`src/hw/rtl/ale_pkg.sv`:
```
// Shared types, constants and the slot policy for the array list engine.
package ale_pkg;

   // Defaults for the top-level parameters
   localparam int CAPACITY_DEF   = 64;
   localparam int DATA_WIDTH_DEF = 32;

   // Widths fixed by the request and response fields
   localparam int SIZE_W  = 7;
   localparam int CMD_W   = 3;
   localparam int POS_W   = 8;
   localparam int VALUE_W = 32;

   // Slot policy: grow to n + n/8 + pad, rounded down to a multiple of four
   localparam logic [SIZE_W:0] SLOT_PAD   = (SIZE_W+1)'(6);
   localparam logic [SIZE_W:0] SLOT_ROUND = (SIZE_W+1)'(3);

   typedef enum logic [CMD_W-1:0] {
      CMD_APPEND  = 3'd0,
      CMD_INSERT  = 3'd1,
      CMD_DELETE  = 3'd2,
      CMD_SUBLIST = 3'd3,
      CMD_CLEAR   = 3'd4
   } cmd_type;

   // Control broadcast to every cell of the store
   typedef struct packed {
      logic              shift_up;    // open a gap at index and load the new word
      logic              shift_down;  // close the gap at index
      logic              snap;        // copy stored words into the read taps
      logic              advance;     // move the read taps one place toward cell 0
      logic [SIZE_W-1:0] index;
   } cell_ctrl_type;

   // Slot count after the size changes to n
   function automatic logic [SIZE_W-1:0] next_slots(input logic [SIZE_W-1:0] slots,
                                                    input logic [SIZE_W-1:0] n);
      logic [SIZE_W:0] grown;
      grown = ({1'b0, n} + {4'b0000, n[SIZE_W-1:3]} + SLOT_PAD) & ~SLOT_ROUND;
      // A size step of one never trips the small-step rounding rule
      if (slots >= n && n >= (slots >> 1)) begin
         next_slots = slots;
      end else if (n == '0) begin
         next_slots = '0;
      end else begin
         next_slots = grown[SIZE_W-1:0];
      end
   endfunction

endpackage

```
`src/hw/rtl/ale_cell.sv`:
```
// One storage cell of the list: a stored word and a read tap.
module ale_cell #(
   parameter int DATA_WIDTH = ale_pkg::DATA_WIDTH_DEF,
   parameter int CELL_INDEX = 0
) (
   input  logic                     clock,
   input  ale_pkg::cell_ctrl_type   ctrl,
   input  logic [DATA_WIDTH-1:0]    new_word,
   input  logic [DATA_WIDTH-1:0]    left_word,
   input  logic [DATA_WIDTH-1:0]    right_word,
   input  logic [DATA_WIDTH-1:0]    right_read,
   output logic [DATA_WIDTH-1:0]    word,
   output logic [DATA_WIDTH-1:0]    read
);

   localparam logic [ale_pkg::SIZE_W-1:0] MY_INDEX = ale_pkg::SIZE_W'(CELL_INDEX);

   logic [DATA_WIDTH-1:0] word_ff, word_in;
   logic [DATA_WIDTH-1:0] read_ff, read_in;

   // Pick the next stored word: take from the left, load, take from the right or hold
   always_comb begin
      word_in = word_ff;
      if (ctrl.shift_up) begin
         if (MY_INDEX > ctrl.index) begin
            word_in = left_word;
         end else if (MY_INDEX == ctrl.index) begin
            word_in = new_word;
         end
      end else if (ctrl.shift_down) begin
         if (MY_INDEX >= ctrl.index) begin
            word_in = right_word;
         end
      end
   end

   // Load the read tap from the store, or pass the right neighbor's tap down
   always_comb begin
      read_in = read_ff;
      if (ctrl.snap) begin
         read_in = word_ff;
      end else if (ctrl.advance) begin
         read_in = right_read;
      end
   end

   always_ff @(posedge clock) begin
      word_ff <= word_in;
      read_ff <= read_in;
   end

   assign word = word_ff;
   assign read = read_ff;

endmodule

```
`config.mk`:
```
export PLATFORM = sky130hd
export DESIGN_NAME = ale_cell
export DESIGN_NICKNAME = d
export VERILOG_FILES = /design/src/hw/rtl/ale_pkg.sv /design/src/hw/rtl/ale_cell.sv
export SDC_FILE = /design/constraint.sdc
export NUM_CORES = 1
export LEC_CHECK = 0
export BUFFER_PORTS_ARGS = -buffer_cell sky130_fd_sc_hd__buf_4
export CORE_MARGIN = 4
export CORE_UTILIZATION = 38
export CTS_CLUSTER_DIAMETER = 30
export CTS_CLUSTER_SIZE = 8
export DETAILED_ROUTE_END_ITERATION = 10
export PLACE_DENSITY = 0.77
export REMOVE_ABC_BUFFERS = 1
export SETUP_SLACK_MARGIN = 0.3
export SLEW_MARGIN = 25
export SYNTH_ARGS = -nofsm -noshare
export SYNTH_HDL_FRONTEND = slang
export SYNTH_SLANG_ARGS = --single-unit
```
`constraint.sdc`:
```
create_clock -name clock -period 1.7 [get_ports clock]
set_input_delay 0.255 -clock clock [delete_from_list [all_inputs] [get_ports clock]]
set_output_delay 0.255 -clock clock [all_outputs]
set_load 0.1 [all_outputs]
```
==> flow_metrics.env, run 1 <==
export IMPL_synth_top_cell_area_share_pct=63.4
export IMPL_maxSlewViolCount=0
export IMPL_crit_buf_inv=1
export IMPL_grt_max_degree=33
export IMPL_period_needed_ps=1270
export IMPL_hold_viol=0
export IMPL_synth_seq_cells=64
export IMPL_wl_um=7530
export IMPL_clk_latency_ps=330
export IMPL_tightestPinTransition_ps=300
export IMPL_multi_input_area_um2=966
export IMPL_chipHeight_um=97.3
export IMPL_hold_path_class="in2reg"
export IMPL_setup_tns_ps=0
export IMPL_fill_cells=584
export IMPL_cts_buffer_depth=2
export IMPL_pwr_density_cell_nw_per_um2=884
export IMPL_outcome="finished, final reports clean"
export IMPL_worst_hold_slack_ps=215
export IMPL_post_route_util_pct=59.3
export IMPL_ir_drop_uv=376
export IMPL_cts_max_level=3
export IMPL_num_vias=1957
export IMPL_track_usage_pct=15.8
export IMPL_critPathMaxStageDelay_ps=380
export IMPL_ios=204
export IMPL_layout_common_cells="176 x buf_4, 64 x edfxtp_1, 58 x mux2_4"
export IMPL_final_common_cell="buf_4"
export IMPL_slowest_stage="edfxtp_1"
export IMPL_io_buffer_count=171
export IMPL_cts_tree="built"
export IMPL_first_pass_iters=4
export IMPL_yosysSeqAreaShare_pct=63.4
export IMPL_rsz0062_at_grt="false"
export IMPL_path_cells="buf_4"
export IMPL_maxCapViolations=0
export IMPL_finalPower_mw=4.05
export IMPL_num_rows=32
export IMPL_numCtsBuffers=9
export IMPL_antenna_found_initial=0
export IMPL_synth_area_leaders="edfxtp_1 63%, mux2_4 29%, buf_12 4.0%"
export IMPL_grt_ovfl_total=0
export IMPL_regArea_um2=1920
export IMPL_gp_congestion=0.798
export IMPL_worstPathRequired_ps=1440
export IMPL_cts_setup_buffers=0
export IMPL_finalInstanceArea_um2=4580
export IMPL_drive_gt1_share_pct=78.8
export IMPL_start_kind="register"
export IMPL_relSlewSlack_pct=80.2
export IMPL_cts_repair_resized=0
export IMPL_max_freq_mhz=785
export IMPL_cts_hold_buf=0
export IMPL_clk_pin_slew_ps=70
export IMPL_dp_hpwl_um=5930
export IMPL_syn_instance_count=140
export IMPL_skew_ps=7.13
export IMPL_n_antenna_cell=0
export IMPL_yosys_area_top_type="edfxtp_1"
export IMPL_root_buffer="clkbuf_8"
export IMPL_setup_viol=0
export IMPL_grt_first_pass_wirelength_um=11400
export IMPL_crit_type="reg2out"
export IMPL_cp_arrival_ps=1020
export IMPL_ant_nets=0
export IMPL_yosys_warnings=0
export IMPL_core_area_um2=7730
export IMPL_end_kind="output pin"
export IMPL_viasPerCell=4.57
export IMPL_cts_num_sinks=64
export IMPL_start_util_pct=39.2
export IMPL_crit_fanout=2
export IMPL_fin_crit_sh_pct=74.9
export IMPL_wl_per_cell_um=17.6
export IMPL_path_delay_family="flip-flops"
export IMPL_avgSynthCellArea_um2=21.6
export IMPL_die_width_um=97.3
export IMPL_drt_iter0_drc=33
export IMPL_die_area_um2=9470
export IMPL_drc=0
export IMPL_cellLeakagePower_nw=2.09
export IMPL_synth_area_um2=3030
export IMPL_nets=462
export IMPL_ys_types=9
export IMPL_area_growth_pct=51.2
export IMPL_grt_pass1_vias=2090
export IMPL_placed_area_um2=4400
-- through the flow --
step	setup WS, ps	std cells
after floorplan	34.4	132
after global placement	280	413
after detailed placement	299	413
after CTS	401	428
after global routing	371	428
final	427	428
-- final timing paths --
check	from	end	slack [ps]	cells past startpoint
max reg2reg	word[0]	read[0]	750	1
min reg2reg	word[15]	read[15]	580	1
max	word[0]	word[0]	430	1
min	new_word[16]	word[16]	220	2
-- routing by layer --
metal / wire (µm) / vias up / share of wire [%] / GRT usage (%)
met5: 0 / - / 0 / 0
met1: 2850 / 914 / 38 / 17.9
met4: 172 / 0 / 2.3 / 6.82
met2: 3830 / 118 / 51 / 26.9
li1: - / 912 / - / -
met3: 673 / 13 / 8.9 / 5.60
-- flip-flops by register name, indices dropped and copies added (netlist names) --
signal	flops
read	32
word	32
-- logic make-up after synthesis --
family	synth area share, %
muxes	31.0
DFF	63.4
buffers and inverters	4.71
and+or+nand+nor	0.578
AOI/OAI and AO/OA	0.330
-- cells in the mapped netlist --
| cell | number |
|---|---|
| nor3_1 | 1 |
| mux2_4 | 58 |
| edfxtp_1 | 64 |
| mux2_2 | 6 |
| buf_12 | 6 |
| buf_6 | 2 |
| o211a_1 | 1 |
| or2_1 | 1 |
| nor4_1 | 1 |
-- final cells by class --
type,count,share of cell area [%]
Tap cell,102,2.78
Multi-Input combinational cell,68,21.1
Timing Repair Buffer,179,30.1
Clock inverter,5,1.28
Clock buffer,10,2.78
Sequential cell,64,41.9
-- where the power goes --
part,internal [mW],leakage [nW],total (mW),switching (mW)
combinational,0.394,1.39,0.995,0.601
clock,0.669,0.0883,1.23,0.559
sequential,1.81,0.614,1.83,0.0177
(Power assumes the default switching activity.)
==> inputs of run 2 (changes only) <==
--- a/config.mk
+++ b/config.mk
@@ -5,13 +5,14 @@
 export SDC_FILE = /design/constraint.sdc
 export NUM_CORES = 1
 export LEC_CHECK = 0
+export ABC_AREA = 1
 export BUFFER_PORTS_ARGS = -buffer_cell sky130_fd_sc_hd__buf_4
 export CORE_MARGIN = 4
-export CORE_UTILIZATION = 38
+export CORE_UTILIZATION = 41
 export CTS_CLUSTER_DIAMETER = 30
 export CTS_CLUSTER_SIZE = 8
 export DETAILED_ROUTE_END_ITERATION = 10
-export PLACE_DENSITY = 0.77
+export PLACE_DENSITY = 0.8
 export REMOVE_ABC_BUFFERS = 1
 export SETUP_SLACK_MARGIN = 0.3
 export SLEW_MARGIN = 25
==> constraint.sdc (replaced) <==
create_clock -name clock -period 1.3 [get_ports clock]
set_input_delay 0.195 -clock clock [delete_from_list [all_inputs] [get_ports clock]]
set_output_delay 0.195 -clock clock [all_outputs]
set_load 0.1 [all_outputs]
==> flow_metrics.env, run 2 <==
export IMPL_worst_hold_slack_ps=130
export IMPL_hold_path_class="in2reg"
export IMPL_setup_tns_ps=0
export IMPL_die_area_um2=8550
export IMPL_grt_ovfl_total=0
export IMPL_first_pass_iters=4
export IMPL_fin_crit_sh_pct=88.9
export IMPL_num_vias=2557
export IMPL_maxSlewViolCount=0
export IMPL_power_frac_seq_pct=45.5
export IMPL_synth_most_common_cell="nand2_1"
export IMPL_synth_edf_count=64
export IMPL_setup_viol=0
export IMPL_start_util_pct=42.6
export IMPL_stdcell_count=566
export IMPL_ir_drop_uv=464
export IMPL_finalInstanceArea_um2=4760
export IMPL_track_usage_pct=19.7
export IMPL_drive_gt1_share_pct=45.7
export IMPL_place_ws_ps=123
export IMPL_outcome="finished, final reports clean"
export IMPL_wl_per_cell_um=15.1
export IMPL_grt_pass1_vias=2636
export IMPL_clkPwrFrac_pct=29.4
export IMPL_yosysSeqAreaShare_pct=65.7
export IMPL_yosys_warnings=0
export IMPL_clk_latency_ps=320
export IMPL_slowest_stage="edfxtp_1"
export IMPL_root_buffer="clkbuf_8"
export IMPL_drt_iter0_drc=123
export IMPL_rsz0062_at_grt="true"
export IMPL_netlist_top_cells_count="179 x nand2_1, 64 x edfxtp_1, 15 x nand2_2, 7 x buf_6, 5 x clkbuf_8"
export IMPL_internal_power_mw=3.69
export IMPL_numCtsBuffers=9
export IMPL_cp_arrival_ps=960
export IMPL_synth_top_cell_area_share_pct=65.7
export IMPL_hold_viol=0
export IMPL_nets=605
export IMPL_start_kind="register"
export IMPL_avgSynthCellArea_um2=10.4
export IMPL_maxCapViolations=0
export IMPL_chipHeight_um=92.5
export IMPL_grt_first_pass_wirelength_um=12900
export IMPL_crit_buf_inv=1
export IMPL_synth_area_leaders="edfxtp_1 66%, nand2_1 23%, nand2_2 3.2%"
export IMPL_wl_um=8550
export IMPL_gp_congestion=0.788
export IMPL_swShare_pct=30.8
export IMPL_num_rows=30
export IMPL_relSlewSlack_pct=74.8
export IMPL_synth_area_um2=2930
export IMPL_period_needed_ps=1160
export IMPL_placed_area_um2=4240
export IMPL_max_freq_mhz=865
export IMPL_ios=204
export IMPL_comb_power_share_pct=25.2
export IMPL_synth_top_flop_cell="edfxtp_1"
export IMPL_crit_fanout=2
export IMPL_worstPathRequired_ps=1110
export IMPL_ant_nets=0
export IMPL_layout_common_cells="179 x nand2_1, 119 x buf_4, 64 x edfxtp_1"
export IMPL_grt_max_degree=33
export IMPL_post_route_util_pct=69.3
export IMPL_crit_type="reg2out"
export IMPL_dp_cells=541
export IMPL_core_area_um2=6870
export IMPL_async_flop_share_pct=0
export IMPL_path_cells="buf_8"
export IMPL_skew_ps=6.30
export IMPL_tightestPinTransition_ps=378
export IMPL_critPathMaxStageDelay_ps=430
export IMPL_ys_types=12
export IMPL_switchingPower_mw=1.64
export IMPL_cts_tree="built"
export IMPL_cts_num_sinks=64
export IMPL_cellLeakagePower_nw=2.30
export IMPL_clk_pin_slew_ps=70
export IMPL_cts_buffer_depth=2
export IMPL_synth_seq_cells=64
export IMPL_antenna_found_initial=0
export IMPL_io_buffer_count=171
export IMPL_finalPower_mw=5.33
export IMPL_cts_max_level=3
export IMPL_final_common_cell="nand2_1"
export IMPL_drc=0
export IMPL_area_growth_pct=62.5
export IMPL_yosys_area_top_type="edfxtp_1"
export IMPL_die_width_um=92.5
export IMPL_cts_hold_buf=0
export IMPL_dp_hpwl_um=6050
export IMPL_path_delay_family="flip-flops"
export IMPL_viasPerCell=4.52
export IMPL_end_kind="output pin"
export IMPL_syn_instance_count=282
export IMPL_worst_slack_ps=144
export IMPL_pwr_density_cell_nw_per_um2=1120
export IMPL_n_antenna_cell=0
## run 2: worst reg2reg max path: stages, from the launching register on
cell and delay [ps]:
edfxtp_1 420, buf_4 150, buf_4 120, nand2_1 60, nand2_1 70
## run 2: cell families (layout without fill, tap and decap cells)
| logic type | count (synthesis) | after routing | share of synthesized area [%] |
|---|---|---|---|
| buf+inv | 18 | 206 | 7.27 |
| simple gates | 200 | 200 | 27.1 |
| flops | 64 | 64 | 65.7 |
## run 2: final cells by class
cell class	count	area [µm²]
tap	96	120
clock buffer	10	128
sequential	64	1920
timing repair buffer	186	1710
inverter	4	30.0
fill	539	2110
multi-input combinational	200	800
clock inverter	6	50.0
## run 2: what timing repair did
item / in CTS / in global routing
endpoints found under the setup margin: 64 / 64
buffers inserted: 0 / 9
cloned: 0 / 0
gates resized for setup: 64 / 9
## run 2: power by group through the flow
stage                     sequential [mW]  combinational (mW)  clock, mW
after floorplan                      3.07               0.170          0
after global placement               2.44                1.26          0
after detailed placement             2.45                1.28          0
after CTS                            2.42                1.33       1.59
after global routing                 2.43                1.41       1.70
final                                2.42                1.34       1.56
## run 2: path summary, 6_finish.rpt
kind,start,to,slack [ps],cells past startpoint
max reg2reg,word[10],read[10],240,4
max,word[30],word[30],140,1
min reg2reg,word[29],read[29],580,2
min,right_read[26],read[26],130,3
## run 2: per-layer routing
| metal | wire [µm] | up-vias | share of wire (%) | track usage [%] |
|---|---|---|---|---|
| li1 | - | 1265 | - | - |
| met1 | 2990 | 1161 | 35 | 20.4 |
| met2 | 4790 | 120 | 56 | 37.3 |
| met3 | 638 | 11 | 7.5 | 4.71 |
| met4 | 131 | 0 | 1.5 | 8.54 |
| met5 | 0 | - | 0 | 0 |
